`src/hw/rtl/lfdc_pkg.sv`:
```
package lfdc_pkg;

  localparam int unsigned SpeedW = 8;
  localparam int unsigned DistW = 10;
  localparam int unsigned TrackW = 5;
  localparam int unsigned DebW = 16;
  localparam int unsigned TimeW = 32;
  localparam int unsigned CfgIdxW = 3;
  localparam int unsigned CfgDataW = 16;

  localparam logic [DebW-1:0] DEBOUNCE_RESET = 16'd20;

  localparam logic [1:0] DIR_STOP = 2'd0;
  localparam logic [1:0] DIR_FORWARD = 2'd1;
  localparam logic [1:0] DIR_LEFT = 2'd2;
  localparam logic [1:0] DIR_RIGHT = 2'd3;

  localparam logic [TrackW-1:0] TRACK_NONE = 5'h00;

  localparam logic [CfgIdxW-1:0] REG_BASE_SPEED = 3'd0;
  localparam logic [CfgIdxW-1:0] REG_LOST_SPEED = 3'd1;
  localparam logic [CfgIdxW-1:0] REG_TURN_SPEED = 3'd2;
  localparam logic [CfgIdxW-1:0] REG_STOP_DIST = 3'd3;
  localparam logic [CfgIdxW-1:0] REG_DEBOUNCE = 3'd4;

  typedef enum logic [1:0] {
    DB_IDLE,
    DB_CONFIRM_PRESS,
    DB_HOLD,
    DB_CONFIRM_RELEASE
  } db_phase_t;

endpackage

```
`src/hw/rtl/line_follow_drive_commander.sv`:
```
// the result beat is registered and shows in the cycle after its input beat is accepted
// throughput: one input beat per cycle while the result side keeps taking beats
// the result registers double as the control state, so a new beat is taken
// whenever the result slot is empty or being taken in the same cycle
// reset (rst, synchronous): disabled, stop, zero speeds and distance,
// debouncer idle, debounce_ms 20, other config registers 0
module line_follow_drive_commander (
  input  logic                                clk,
  input  logic                                rst,
  input  logic                                in_valid,
  output logic                                in_ready,
  input  logic                                distance_valid,
  input  logic [lfdc_pkg::DistW-1:0]          distance_cm,
  input  logic                                track_valid,
  input  logic [lfdc_pkg::TrackW-1:0]         track_bits,
  input  logic                                button_down,
  input  logic [lfdc_pkg::TimeW-1:0]          now_ms,
  output logic                                out_valid,
  input  logic                                out_ready,
  output logic                                enabled,
  output logic [1:0]                          direction,
  output logic [lfdc_pkg::SpeedW-1:0]         left_front_speed,
  output logic [lfdc_pkg::SpeedW-1:0]         left_rear_speed,
  output logic [lfdc_pkg::SpeedW-1:0]         right_front_speed,
  output logic [lfdc_pkg::SpeedW-1:0]         right_rear_speed,
  output logic [lfdc_pkg::DistW-1:0]          obstacle_cm,
  input  logic                                cfg_valid,
  output logic                                cfg_ready,
  input  logic [lfdc_pkg::CfgIdxW-1:0]        cfg_index,
  input  logic [lfdc_pkg::CfgDataW-1:0]       cfg_data
);

  logic [lfdc_pkg::SpeedW-1:0] base_speed;
  logic [lfdc_pkg::SpeedW-1:0] lost_speed;
  logic [lfdc_pkg::SpeedW-1:0] turn_speed;
  logic [lfdc_pkg::DistW-1:0]  stop_distance_cm;
  logic [lfdc_pkg::DebW-1:0]   debounce_ms;

  lfdc_pkg::db_phase_t         phase, phase_next;
  logic [lfdc_pkg::TimeW-1:0]  db_start, db_start_next;

  logic                        enabled_next;
  logic [1:0]                  direction_next;
  logic [lfdc_pkg::SpeedW-1:0] lf_next, lr_next, rf_next, rr_next;
  logic [lfdc_pkg::DistW-1:0]  obstacle_next;
  logic                        out_valid_next;

  logic                        accept;
  logic                        press;
  logic                        elapsed;
  logic [lfdc_pkg::TimeW-1:0]  age;
  logic [1:0]                  left_weight, right_weight;
  logic [lfdc_pkg::DistW-1:0]  dist_now;

  assign accept    = in_valid && in_ready;
  assign in_ready  = !out_valid || out_ready;
  assign cfg_ready = 1'b1;

  always_ff @(posedge clk) begin
    if (rst) begin
      base_speed       <= '0;
      lost_speed       <= '0;
      turn_speed       <= '0;
      stop_distance_cm <= '0;
      debounce_ms      <= lfdc_pkg::DEBOUNCE_RESET;
    end else if (cfg_valid && cfg_ready) begin
      unique case (cfg_index)
        lfdc_pkg::REG_BASE_SPEED: base_speed <= cfg_data[lfdc_pkg::SpeedW-1:0];
        lfdc_pkg::REG_LOST_SPEED: lost_speed <= cfg_data[lfdc_pkg::SpeedW-1:0];
        lfdc_pkg::REG_TURN_SPEED: turn_speed <= cfg_data[lfdc_pkg::SpeedW-1:0];
        lfdc_pkg::REG_STOP_DIST:  stop_distance_cm <= cfg_data[lfdc_pkg::DistW-1:0];
        lfdc_pkg::REG_DEBOUNCE:   debounce_ms <= cfg_data;
        default: ;
      endcase
    end
  end

  // debouncer, runs on every pass
  assign age     = now_ms - db_start;
  assign elapsed = age >= {{(lfdc_pkg::TimeW-lfdc_pkg::DebW){1'b0}}, debounce_ms};

  always_comb begin
    phase_next    = phase;
    db_start_next = db_start;
    press         = 1'b0;
    unique case (phase)
      lfdc_pkg::DB_IDLE: begin
        if (button_down) begin
          db_start_next = now_ms;
          phase_next    = lfdc_pkg::DB_CONFIRM_PRESS;
        end
      end
      lfdc_pkg::DB_CONFIRM_PRESS: begin
        if (elapsed) begin
          if (button_down) begin
            press      = 1'b1;
            phase_next = lfdc_pkg::DB_HOLD;
          end else begin
            phase_next = lfdc_pkg::DB_IDLE;
          end
        end
      end
      lfdc_pkg::DB_HOLD: begin
        if (!button_down) begin
          db_start_next = now_ms;
          phase_next    = lfdc_pkg::DB_CONFIRM_RELEASE;
        end
      end
      lfdc_pkg::DB_CONFIRM_RELEASE: begin
        if (elapsed) begin
          phase_next = button_down ? lfdc_pkg::DB_HOLD : lfdc_pkg::DB_IDLE;
        end
      end
      default: phase_next = lfdc_pkg::DB_IDLE;
    endcase
  end

  // centroid sign: outer sensors weigh two, inner ones weigh one
  assign left_weight  = {track_bits[4], 1'b0} + {1'b0, track_bits[3]};
  assign right_weight = {track_bits[0], 1'b0} + {1'b0, track_bits[1]};
  assign dist_now     = distance_valid ? distance_cm : obstacle_cm;

  always_comb begin
    enabled_next   = enabled;
    direction_next = direction;
    lf_next        = left_front_speed;
    lr_next        = left_rear_speed;
    rf_next        = right_front_speed;
    rr_next        = right_rear_speed;
    obstacle_next  = obstacle_cm;
    if (!enabled) begin
      direction_next = lfdc_pkg::DIR_STOP;
      obstacle_next  = '0;
      if (press) begin
        enabled_next = 1'b1;
      end
    end else begin
      obstacle_next = dist_now;
      if (track_valid) begin
        priority if (track_bits == lfdc_pkg::TRACK_NONE) begin
          direction_next = lfdc_pkg::DIR_FORWARD;
          {lf_next, lr_next, rf_next, rr_next} = {4{lost_speed}};
        end else if (left_weight == right_weight) begin
          direction_next = lfdc_pkg::DIR_FORWARD;
          {lf_next, lr_next, rf_next, rr_next} = {4{base_speed}};
        end else if (left_weight > right_weight) begin
          direction_next = lfdc_pkg::DIR_LEFT;
          {lf_next, lr_next, rf_next, rr_next} = {16'd0, turn_speed, turn_speed};
        end else begin
          direction_next = lfdc_pkg::DIR_RIGHT;
          {lf_next, lr_next, rf_next, rr_next} = {turn_speed, turn_speed, 16'd0};
        end
      end
      // zero distance means no echo, zero threshold never stops
      if (dist_now != '0 && dist_now <= stop_distance_cm) begin
        direction_next = lfdc_pkg::DIR_STOP;
        {lf_next, lr_next, rf_next, rr_next} = '0;
      end
      if (press) begin
        direction_next = lfdc_pkg::DIR_STOP;
        enabled_next   = 1'b0;
      end
    end
  end

  always_comb begin
    out_valid_next = out_valid;
    if (accept) begin
      out_valid_next = 1'b1;
    end else if (out_ready) begin
      out_valid_next = 1'b0;
    end
  end

  always_ff @(posedge clk) begin
    if (rst) begin
      phase             <= lfdc_pkg::DB_IDLE;
      db_start          <= '0;
      enabled           <= 1'b0;
      direction         <= lfdc_pkg::DIR_STOP;
      left_front_speed  <= '0;
      left_rear_speed   <= '0;
      right_front_speed <= '0;
      right_rear_speed  <= '0;
      obstacle_cm       <= '0;
      out_valid         <= 1'b0;
    end else begin
      out_valid <= out_valid_next;
      if (accept) begin
        phase             <= phase_next;
        db_start          <= db_start_next;
        enabled           <= enabled_next;
        direction         <= direction_next;
        left_front_speed  <= lf_next;
        left_rear_speed   <= lr_next;
        right_front_speed <= rf_next;
        right_rear_speed  <= rr_next;
        obstacle_cm       <= obstacle_next;
      end
    end
  end

  a_accept_gives_result: assert property (@(posedge clk) disable iff (rst)
    accept |=> out_valid)
    else $error("accepted beat produced no result beat");

  // a press that disables still takes the current distance, cleared on the next pass
  a_disabled_stops: assert property (@(posedge clk) disable iff (rst)
    !enabled |-> (direction == lfdc_pkg::DIR_STOP))
    else $error("disabled system not stopped");

  a_enable_only_on_beat: assert property (@(posedge clk)
    (!rst && !accept) |=> $stable(enabled))
    else $error("enable changed without an input beat");

endmodule
```
`config.mk`:
```
export PLATFORM = sky130hd
export DESIGN_NAME = line_follow_drive_commander
export DESIGN_NICKNAME = d
export VERILOG_FILES = /design/src/hw/rtl/lfdc_pkg.sv /design/src/hw/rtl/line_follow_drive_commander.sv
export SDC_FILE = /design/constraint.sdc
export NUM_CORES = 1
export LEC_CHECK = 0
export BUFFER_PORTS_ARGS = -buffer_cell sky130_fd_sc_hd__buf_2
export CAP_MARGIN = 20
export CORE_MARGIN = 10
export CORE_UTILIZATION = 25
export DETAILED_ROUTE_END_ITERATION = 10
export GPL_TIMING_DRIVEN = 1
export SLEW_MARGIN = 20
export SYNTH_ARGS = -nofsm -noshare
export SYNTH_HDL_FRONTEND = slang
export SYNTH_SLANG_ARGS = --single-unit
```
`constraint.sdc`:
```
create_clock -name clk -period 8.6 [get_ports clk]
set_input_delay 2.58 -clock clk [delete_from_list [all_inputs] [get_ports clk]]
set_output_delay 2.58 -clock clk [all_outputs]
set_load 0.01 [all_outputs]
```
# Word-level counts from Yosys, hierarchy flattened
# Index checks and enable logic that the tools add are counted.
[totals]
reg_bits = 114
in_bits = 74
word_cells = 87
output_inout_bits = 48
[classes]
n_mux = 35
magnitude_cmp = 3
n_addsub = 3
reduce_logical = 21
eq_ne = 12
[op_table]
columns = ["operator", "n"]
rows = [
  ["two-way mux 8 bit", 10],
  ["two-way mux 32 bit", 2],
  ["one-hot mux 32 bit (2 select lines)", 1],
  [">= comparator 32 x 16 -> 1 bit", 1],
  ["subtractor 32 bit", 1],
  ["two-way mux 10 bit", 2],
  ["two-way mux 2 bit", 10],
  ["AND reduction 2 bit", 6],
  ["<= comparator 10 bit", 1],
  ["nonzero test 10 bit", 1],
  ["two-way mux 1 bit", 9],
  ["AND reduction 4 bit", 2],
  ["== test 3 x 2 -> 1 bit (second input constant)", 2],
  ["one-hot mux 2 bit (3 select lines)", 1],
  ["nonzero test 2 bit", 3],
  ["zero test 5 bit", 1],
  ["adder 2 x 1 -> 2 bit", 2],
  ["== test 2 bit (second input constant)", 2],
  ["inequality test 2 bit (second input constant)", 2],
  ["inequality test 4 x 2 -> 1 bit (second input constant)", 1],
  ["== test 3 x 1 -> 1 bit (second input constant)", 1],
  ["== test 3 bit (second input constant)", 1],
  ["zero test 3 bit", 1],
  ["AND reduction 3 bit", 1],
  ["9 further kinds", 10],
]

# Depth between registers and ports, before layout
# Gate-level depths: netlist of the first run.
[logic_depth]
ltp_word = 9
depth_mapped = 22
ltp_nobuf = 22

# Worst setup path before layout of the first run
# Ideal clock, no wire load.
[synth_timing]
path_type = "input to register"
startpoint = "input port now_ms[3] (netlist name)"
endpoint = "register (tool-made name)"
setup_ns = 0.125
path_buffers = 0
arrival_ns = 6.082
slack_ns = 2.393
stages = 21
t_required_ns = 8.475
path_cell_list = "ha_1 a21o_1 a21oi_1 nand2_2 a21o_1 a21o_2 a21oi_1 o21ai_0 xnor2_1 ha_1 nand4_1 nor2_1 a211oi_1 o2111ai_1 a211oi_1 o211ai_1 nor4_1 nand4_1 nor4_4 nor3b_2 mux2i_1"
[synth_lines]
columns = ["item", "line_no", "rtl"]
rows = [
  ["start, declared", "line_follow_drive_commander.sv:17", "input logic [lfdc_pkg::TimeW-1:0] now_ms,"],
]

# Final worst setup path of the first run
[layout_timing]
startpoint = "input port now_ms[3] (netlist name)"
endpoint = "register enabled"
[layout_via]
elab_chain_cells = 6
word_cells_on_any_way = 7
cone_classes = "add/sub (1); order compare (1); mux (5)"
[layout_rtl]
columns = ["item", "line_no", "rtl"]
rows = [
  ["subtractor 32 bit *", "line_follow_drive_commander.sv:79", "assign age = now_ms - db_start;"],
  [">= comparator 32 x 16 -> 1 bit *", "line_follow_drive_commander.sv:80", "assign elapsed = age >= {{(lfdc_pkg::TimeW-lfdc_pkg::DebW){1'b0}}, debounce_ms};"],
  ["two-way mux 1 bit *", "line_follow_drive_commander.sv:94", "if (elapsed) begin"],
  ["two-way mux 1 bit *", "line_follow_drive_commander.sv:86", "unique case (phase)"],
  ["two-way mux 1 bit (on tied branches)", "line_follow_drive_commander.sv:134, line_follow_drive_commander.sv:159", ""],
  ["two-way mux 1 bit *", "line_follow_drive_commander.sv:131", "if (!enabled) begin"],
  ["end signal, assigned", "line_follow_drive_commander.sv:192", "enabled <= enabled_next;"],
  ["end, declared", "line_follow_drive_commander.sv:20", "output logic enabled,"],
]
# Every way passes the cells marked *; elsewhere a longest branch is shown, timed or not.
# A chain may end at the register's enable or synchronous reset.

==> impl_metrics.csv, run 1 <==
group,metric,value,unit
sta,finalClockSkew,0.0112,ns
cells_and_area,final_cell_mix,"218 x nand2_1, 135 x a21oi_1, 119 x buf_2, 114 x dfxtp_1, 75 x inv_1",
global_routing,grt_pass1_wl,35.3,mm
power,pwr-share-clk,45.4,%
power,irDropWorstVdd,0.134,mV
setup_path,critPathCaptureType,"flop",
setup_path,crit_type,"in -> reg",
cts,cts_tree,"yes",
drt,vias,6991,
floorplan,die_area,36800,um^2
sta,setup_tns,0,ns
setup_path,critical_path_required,8.86,ns
synthesis,yosysTopAreaCellShare,30.9,%
sta,fin_crit_sh,75.4,%
synthesis,syn-num-nets,1130,
cells_and_area,multi_input_area,4490,um^2
synthesis,synthCells,996,
cells_and_area,nets,1208,
cells_and_area,n_fill_cell,3108,
power,seqPwrFrac,34.7,%
sta,setup_viol_count_final,0,
power,p_comb_share,19.9,%
synthesis,synthesis.area,7370,um^2
synthesis,yosys_warnings,0,
sta,slew_viol_final,0,
floorplan,ioPinCount,122,
setup_path,cp-start-kind,"input pin",
floorplan,core,28900,um^2
run,maxCapViolCount,0,
setup_path,arrival,6.75,ns
placed_design,hpwl,16.7,mm
drt,routed_wl,22.0,mm
drt,drc_errors,0,
cells_and_area,drive_gt1_share,17.7,%
power,p_int,1.08,mW
drt,routedWlPerCell,15.0,um
cts,post_cts_resized,0,
power,p_leak,3.46,nW
synthesis,ys.flop_type,"dfxtp_1",
worst_hold_path,hp-class,"reg -> reg",
global_routing,antenna_found_initial,3,
cts,cts-root-buf,"clkbuf_16",
synthesis,ys_seq_elements,114,
cells_and_area,layoutNonFillerInstCount,1473,
synthesis,synth_area_leaders,"dfxtp_1 31%, nand2_1 11%, ha_1 10%, a21oi_1 9.2%, inv_1 3.8%",
placed_design,place_inst,1439,
cts,clk_latency,0.43,ns
drt,vias_per_cell,4.75,
cts,clk_path_buf_depth,2,
global_routing,gr-total-overflow,0,
synthesis,synth-edff-count,0,
cells_and_area,area_growth,18.9,%
power,power_switching,0.505,mW
synthesis,ys_async_sr_fraction,0,%
cells_and_area,utilization,30.3,%
cells_and_area,regArea,2280,um^2
setup_path,path_max_fanout,5,
floorplan,rows,62,
placed_design,globalplace.congestion,0.879,
sta,layout_min_cycle_time,6.49,ns
global_routing,grt_pass1_vias,6699,
cells_and_area,layout_commonest_cell,"nand2_1",
sta,fmax,154,MHz
synthesis,synth_seq_area_share,30.9,%
global_routing,grt_max_degree,85,
power,p_per_area,180,nW/um^2
drt,final_antenna_net_count,0,
cts,cts_setup_buffers,0,
floorplan,start_util,25.5,%
cts,cts.sinks,114,
drt,drt_iter0_drc,430,
synthesis,avgSynthCellArea,7.40,um^2
floorplan,die_h,192,um
outcome,status,"complete, no violations",
sta,hold_ws,0.453,ns
cts,cts_buffers,17,
synthesis,synth_top_area_cell,"dfxtp_1",
cts,h-tree-depth,4,
sta,relSlewSlack,38.9,%
floorplan,die_width,192,um
drt,drt_first_pass_iters,4,
sta,rsz0062_at_grt,"false",
power,p_sw_share,31.9,%
global_routing,grtUsageTotal,11.9,%
cts,clkTransAtPathRegs,0.06,ns
sta,final-hold-violation-count,0,
cts,cts_hold_buf,0,
placed_design,numPortBuffers,120,
sta,worstMarginPinSlew,0.914,ns
synthesis,yosysUniqueCellTypes,69,
==> cells by family (layout without fill, tap and decap cells) <==
group	Yosys count	in the layout	share of synthesized area [%]
simple gates	362	362	21.8
compound gates	272	272	22.7
buf+inv	142	233	8.30
flops	114	114	30.9
fa+ha+maj	60	60	10.3
xor+xnor	24	24	2.85
mux	21	21	3.05
other cells	1	3	0.0509
==> metrics by stage <==
step | setup WS (ns) | power, mW | instance area [um^2]
floorplan | 2.39 | 0.788 | 7370
global placement | 1.92 | 0.872 | 8180
detailed placement | 1.77 | 0.874 | 8180
CTS | 2.09 | 1.60 | 8770
global route | 1.60 | 1.67 | 8770
finish | 2.11 | 1.58 | 8770
==> sequential cells by signal, summed over array words and instances (netlist names), named ones only <==
name,flops
db_start,32
debounce_ms,16
obstacle_cm,10
stop_distance_cm,10
base_speed,8
left_rear_speed,8
lost_speed,8
right_rear_speed,8
turn_speed,8
direction,2
enabled,1
out_valid,1
phase,1
==> worst max-delay path: stages <==
cell and delay [ns]:
buf_2 0.11, ha_1 0.36, a21o_1 0.20, a21oi_1 0.21
nand2_2 0.13, a21o_1 0.19, a21o_2 0.22, a21oi_1 0.19
o21ai_0 0.14, xnor2_1 0.15, ha_1 0.29, nand4_1 0.11
nor2_1 0.06, a211oi_1 0.27, o2111ai_1 0.13, a211oi_1 0.26
o211ai_1 0.14, nor4_1 0.30, nand4_1 0.18, nor4_4 0.30
or4_1 0.17, a21oi_1 0.06
==> cells in the mapped netlist (16+ instances only) <==
master,number
nand3_1,18
ha_1,59
a21o_1,16
a22oi_1,21
dfxtp_1,114
nand2_1,218
inv_1,75
clkbuf_1,42
nor2_1,49
o21ai_0,42
a21oi_1,135
buf_4,17
==> layout make-up <==
class                      instances  area share [%]
antenna                            2          0.0571
clock buffer                      17            4.85
clock inverter                    15            1.85
inverter                          75            3.21
multi-input combinational        740            51.1
sequential                       114            26.0
tap                              384            5.48
timing repair buffer             126            7.39
==> power by group through the flow <==
| stage | Sequential, mW | Clock (mW) | Combinational (mW) |
|---|---|---|---|
| floorplan | 0.560 | 0 | 0.228 |
| global placement | 0.561 | 0 | 0.311 |
| detailed placement | 0.561 | 0 | 0.313 |
| CTS | 0.549 | 0.737 | 0.316 |
| global route | 0.551 | 0.761 | 0.356 |
| finish | 0.549 | 0.719 | 0.315 |
==> worst paths after layout <==
check | cells past startpoint | slack (ns) | endpoint | from
min reg2reg | 2 | 0.45 | base_speed[5] | base_speed[5]
min | 2 | 0.45 | base_speed[5] | base_speed[5]
max | 22 | 2.11 | enabled | now_ms[3]
max reg2reg | 22 | 4.03 | enabled | db_start[3]
==> routing by layer <==
| layer | part of all wire [%] | up-vias | global-route usage [%] |
|---|---|---|---|
| met4 | 2.2 | 2 | 4.75 |
| met1 | 46 | 3235 | 14.9 |
| met5 | 0.050 | - | 0 |
| met3 | 5.4 | 34 | 3.12 |
| li1 | - | 3564 | - |
| met2 | 46 | 156 | 19.2 |
Note: power is estimated with default switching activity, not from simulation.
==> run 2, diff against run 1 <==
- clock period: 8.6 -> 6.2 ns (I/O delays scaled with it)
==> run 2 against run 1 <==
Cell count is the same. Core utilization is essentially flat. Die area is the same. Clock skew shrank 0.0019 ns. Final area is essentially flat. Sequential cell count is the same. Sequential power grew 39%. Critical path depth is the same. Non-clock buffer count is the same. Count of clock-buffer cells in the layout is the same. Critical path type unchanged.
==> impl_metrics.csv, run 2 (same netlist as run 1, synthesis figures left out) <==
group,metric,value,unit
setup_path,r2r_cells,22,
sta,worstMarginPinSlew,0.881,ns
outcome,status,"complete, no violations",
global_routing,antenna_found_initial,4,
drt,routed_wl,22.0,mm
cells_and_area,area_growth,18.9,%
setup_path,path_max_fanout,5,
cts,clk_latency,0.43,ns
cells_and_area,final_cell_mix,"218 x nand2_1, 135 x a21oi_1, 119 x buf_2, 114 x dfxtp_1, 75 x inv_1",
placed_design,dp_slack,0.110,ns
cts,cts_setup_buffers,0,
floorplan,ioPinCount,122,
cts,clkTransAtPathRegs,0.06,ns
setup_path,r2r_slack,1.74,ns
cells_and_area,largest_reg_flops,32,
setup_path,cp-start-kind,"input pin",
sta,setup_viol_count_final,0,
sta,fmax,179,MHz
cells_and_area,utilization,30.3,%
sta,finalClockSkew,0.00936,ns
global_routing,grtUsageTotal,11.9,%
drt,drt_iter0_drc,377,
cells_and_area,layout_commonest_cell,"nand2_1",
run,maxCapViolCount,0,
drt,final_antenna_net_count,0,
drt,vias_per_cell,4.74,
cells_and_area,largestRegisters,"db_start: 32 flops, debounce_ms: 16 flops",
power,p_per_area,250,nW/um^2
power,irDropWorstVdd,0.106,mV
cells_and_area,nets,1208,
sta,final-hold-violation-count,0,
power,p_leak,3.46,nW
cts,cts_hold_buf,0,
sta,rsz0062_at_grt,"false",
sta,setup_tns,0,ns
cells_and_area,final_area,8770,um^2
sta,fin_ws,0.599,ns
placed_design,place_inst,1439,
floorplan,core,28900,um^2
placed_design,postPlaceCellArea,8180,um^2
sta,layout_min_cycle_time,5.60,ns
power,total_power,2.19,mW
placed_design,hpwl,16.9,mm
sta,relSlewSlack,41.0,%
floorplan,die_area,36800,um^2
placed_design,globalplace.congestion,0.877,
worst_hold_path,hold_depth,2,
cts,post_cts_resized,0,
setup_path,arrival,5.91,ns
cts,h-tree-depth,4,
floorplan,start_util,25.5,%
cells_and_area,regMostFlops,"db_start",
cells_and_area,drive_gt1_share,17.7,%
placed_design,numPortBuffers,120,
setup_path,r2r-start,"db_start[1]",
cts,cts_tree,"yes",
global_routing,gr-total-overflow,0,
setup_path,critPathCaptureType,"flop",
drt,vias,6977,
drt,routedWlPerCell,14.9,um
cells_and_area,layoutNonFillerInstCount,1473,
sta,fin_crit_sh,90.3,%
global_routing,grt_max_degree,73,
drt,drt_first_pass_iters,5,
worst_hold_path,min_to,"db_start[21]",
floorplan,die_h,192,um
setup_path,critical_path_required,6.51,ns
cts,cts_buffers,17,
worst_hold_path,hp-class,"reg -> reg",
sta,hold_ws,0.452,ns
global_routing,grt_pass1_vias,6734,
floorplan,die_width,192,um
worst_hold_path,hp-start,"db_start[21]",
floorplan,rows,62,
setup_path,crit_type,"in -> reg",
cts,cts-root-buf,"clkbuf_16",
cts,clk_path_buf_depth,2,
drt,drc_errors,0,
cts,cts.sinks,114,
global_routing,grt_pass1_wl,35.3,mm
sta,slew_viol_final,0,
## run 2: changes by cell type in the layout (fill, tap and decap cells not counted), sizes merged
cell / before / now
clkinv: 1 / 0
clkinvlp: 2 / 3
## run 2: cell type report
cell class | instances | area [um^2]
Clock buffer | 17 | 425
Tap cell | 384 | 480
Antenna cell | 2 | 5.00
Multi-Input combinational cell | 740 | 4490
Sequential cell | 114 | 2280
Fill cell | 3098 | 20200
Clock inverter | 15 | 161
Timing Repair Buffer | 126 | 648
Inverter | 75 | 282
## run 2: power breakdown
group	switching (mW)	total (mW)	leakage, nW	internal, mW
registers	0.0111	0.763	0.924	0.752
clock network	0.425	0.997	0.282	0.571
logic	0.264	0.435	2.25	0.171
total	0.700	2.19	3.46	1.49
## run 2: routing by layer
layer	wire length (um)	global-route usage, %	vias to the layer above	share of wire [%]
met4	426	4.57	4	1.9
met3	1190	2.97	36	5.4
met1	10100	15.0	3224	46
li1	-	-	3574	-
met5	19	0	-	0.086
met2	10300	19.3	139	47
## run 2: worst max-delay path by stage
stage                     cells past startpoint   end  slack, ns  startpoint
final                                        22  flop       0.60   now_ms[3]
after global routing                         22  flop       0.16   now_ms[3]
after CTS                                    22  flop       0.55   now_ms[3]
after detailed placement                     22  flop       0.11   now_ms[3]
after global placement                       22  flop       0.27   now_ms[3]
after floorplan                              21  flop       0.71   now_ms[3]
## run 2: critical path, cell delays in order
cell       delay, ns
buf_2           0.11
ha_1            0.36
a21o_1          0.20
a21oi_1         0.21
nand2_2         0.12
a21o_1          0.19
a21o_2          0.21
a21oi_1         0.14
o21ai_0         0.11
xnor2_1         0.17
ha_1            0.27
nand4_1         0.11
nor2_1          0.06
a211oi_1        0.25
o2111ai_1       0.13
a211oi_1        0.25
o211ai_1        0.13
nor4_1          0.29
nand4_1         0.18
nor4_4          0.29
nor3b_2         0.12
mux2i_1         0.15
==> run 3, diff against run 2 <==
--- a/config.mk
+++ b/config.mk
@@ -9,7 +9,8 @@
 export CAP_MARGIN = 20
 export CORE_MARGIN = 10
-export CORE_UTILIZATION = 25
+export CORE_UTILIZATION = 57
 export DETAILED_ROUTE_END_ITERATION = 10
 export GPL_TIMING_DRIVEN = 1
+export PLACE_DENSITY_LB_ADDON = 0.12
 export SLEW_MARGIN = 20
 export SYNTH_ARGS = -nofsm -noshare
==> constraint.sdc (replaced) <==
create_clock -name clk -period 6.2 [get_ports clk]
set_input_delay 1.24 -clock clk [delete_from_list [all_inputs] [get_ports clk]]
set_output_delay 1.24 -clock clk [all_outputs]
set_load 0.01 [all_outputs]
==> run 3 against run 2 <==
Via count about the same. Clock power about the same. Routed wire length decreased by 12%. Worst hold slack about the same. Sequential share of layout area increased by 0.80 points. Combinational power about the same. Core utilization increased by 37 points. Final area decreased by 3.0%. Critical path type unchanged. Largest power group unchanged.
==> impl_metrics.csv, run 3 (same netlist as run 1, synthesis figures left out) <==
group,metric,value,unit
placed_design,numPortBuffers,120,
sta,final-hold-violation-count,0,
floorplan,start_util,58.2,%
power,p_sw_share,29.6,%
setup_path,critical_path_required,6.50,ns
drt,final_antenna_net_count,0,
floorplan,die_width,134,um
setup_path,crit_type,"in -> reg",
cts,clkTransAtPathRegs,0.06,ns
floorplan,ioPinCount,122,
sta,setup_viol_count_final,0,
cells_and_area,n_fill_cell,1162,
setup_path,critPathMaxStageDelay,0.41,ns
cts,cts_buffers,17,
cells_and_area,drive_gt1_share,17.6,%
cts,clk_path_buf_depth,2,
sta,fmax,203,MHz
setup_path,cp-start-kind,"input pin",
setup_path,slowest_stage,"fa_1",
setup_path,critPathCaptureType,"flop",
cells_and_area,n_antenna_cell,0,
cells_and_area,regArea,2280,um^2
power,p_int,1.54,mW
cts,cts-root-buf,"clkbuf_16",
sta,setup_tns,0,ns
power,p_leak,3.46,nW
cts,cts_hold_buf,0,
cts,cts_tree,"yes",
power,pwr-share-clk,45.4,%
floorplan,rows,41,
sta,worstMarginPinSlew,0.797,ns
drt,routed_wl,19.3,mm
global_routing,antenna_found_initial,1,
global_routing,gr-total-overflow,0,
cts,cts_setup_buffers,0,
placed_design,hpwl,14.4,mm
drt,drt_iter0_drc,492,
global_routing,grt_max_degree,62,
setup_path,arrival,5.23,ns
sta,layout_min_cycle_time,4.92,ns
outcome,status,"complete, no violations",
global_routing,grtUsageTotal,22.0,%
cells_and_area,largest_reg_flops,32,
cts,h-tree-depth,4,
cells_and_area,largestRegisters,"db_start: 32 flops, debounce_ms: 16 flops",
power,irDropWorstVdd,0.193,mV
cells_and_area,utilization,67.1,%
sta,slew_viol_final,0,
placed_design,globalplace.congestion,0.926,
placed_design,place_inst,1226,
setup_path,path_max_fanout,5,
worst_hold_path,hp-class,"reg -> reg",
sta,finalClockSkew,0.00563,ns
cells_and_area,nets,1207,
drt,drc_errors,0,
cells_and_area,final_cell_mix,"218 x nand2_1, 135 x a21oi_1, 119 x buf_2, 114 x dfxtp_1, 75 x inv_1",
sta,relSlewSlack,46.7,%
cts,post_cts_resized,0,
cells_and_area,layoutNonFillerInstCount,1258,
sta,rsz0062_at_grt,"false",
setup_path,path_cells,"buf_2 > inv_1 > ha_1 > fa_1 > nand2b_1 > a21oi_1 > o21ai_1 > nand2_1 > xor2_1 > ha_1 > a21oi_1 > nand2_1 > a211oi_1 > o2111ai_1 > a211oi_1 > o211ai_1 > nor4_1 > nand4_1 > nor4_4 > nor3b_2 > mux2i_1",
drt,routedWlPerCell,15.4,um
cts,clk_latency,0.43,ns
power,p_per_area,258,nW/um^2
power,power_switching,0.649,mW
power,seqPwrFrac,34.9,%
cells_and_area,layout_commonest_cell,"nand2_1",
cells_and_area,regMostFlops,"db_start",
floorplan,die_h,134,um
run,maxCapViolCount,0,
cts,cts.sinks,114,
global_routing,grt_pass1_vias,6904,
sta,fin_crit_sh,79.4,%
drt,drt_first_pass_iters,5,
drt,vias,6975,
cells_and_area,area_growth,15.4,%
cells_and_area,multi_input_area,4490,um^2
drt,vias_per_cell,5.54,
power,p_comb_share,19.7,%
floorplan,core,12700,um^2
global_routing,grt_pass1_wl,33.2,mm
floorplan,die_area,17900,um^2
==> run 3: cell types whose count changed in the layout (fill, tap and decap cells not counted) <==
cell,delta
bufinv_16,+1
clkbuf_8,+2
clkinv_4,+3
diode_2,-2
inv_8,-5
inv_6,-2
buf_4,-1
clkinv_2,+1
==> run 3: worst paths after layout <==
kind | startpoint | end | slack, ns | cells after the start
max | now_ms[0] | flop | 1.28 | 21
min | db_start[27] | db_start[27] | 0.45 | 2
max reg2reg | db_start[1] | flop | 1.83 | 22
min reg2reg | db_start[27] | db_start[27] | 0.45 | 2
==> run 3: cell type report <==
class	instances	area share (%)
Clock inverter	13	1.75
Timing Repair Buffer	125	7.53
Sequential cell	114	26.8
Inverter	75	3.31
Clock buffer	19	5.32
Multi-Input combinational cell	740	52.7
Tap cell	172	2.53
==> run 3: routing by layer <==
layer,GRT usage (%),part of all wire [%],vias to the layer above
met5,0,0.067,-
met4,5.20,1.1,2
met3,6.88,7.0,23
met2,34.3,44,199
met1,29.0,47,3188
li1,-,-,3563
==> run 3: worst max-delay path: cells and delay by family <==
kind                     cells  cell delay (ns)
AO/OA/AOI/OAI                7             1.45
buffers and inverters        2             0.13
XOR/XNOR                     1             0.15
AND/OR/NAND/NOR              7             1.20
multiplexers                 1             0.15
adder cells (fa/ha/maj)      3             0.91
==> run 3: metrics by stage <==
step	power (mW)	setup WS (ns)	hold slack, ns	cell area [um^2]
2_1_floorplan	1.09	1.33	0.436	7370
3_3_place_gp	1.20	0.911	0.442	7910
3_5_place_dp	1.20	0.839	0.447	7910
4_1_cts	2.20	1.25	0.455	8510
5_1_grt	2.30	0.798	0.470	8510
6_report	2.19	1.28	0.453	8510
==> run 3: power groups by stage <==
stage | Combinational [mW] | Sequential (mW) | Clock [mW]
2_1_floorplan | 0.317 | 0.777 | 0
3_3_place_gp | 0.421 | 0.779 | 0
3_5_place_dp | 0.424 | 0.779 | 0
4_1_cts | 0.430 | 0.764 | 1.00
5_1_grt | 0.488 | 0.766 | 1.04
6_report | 0.433 | 0.764 | 0.994
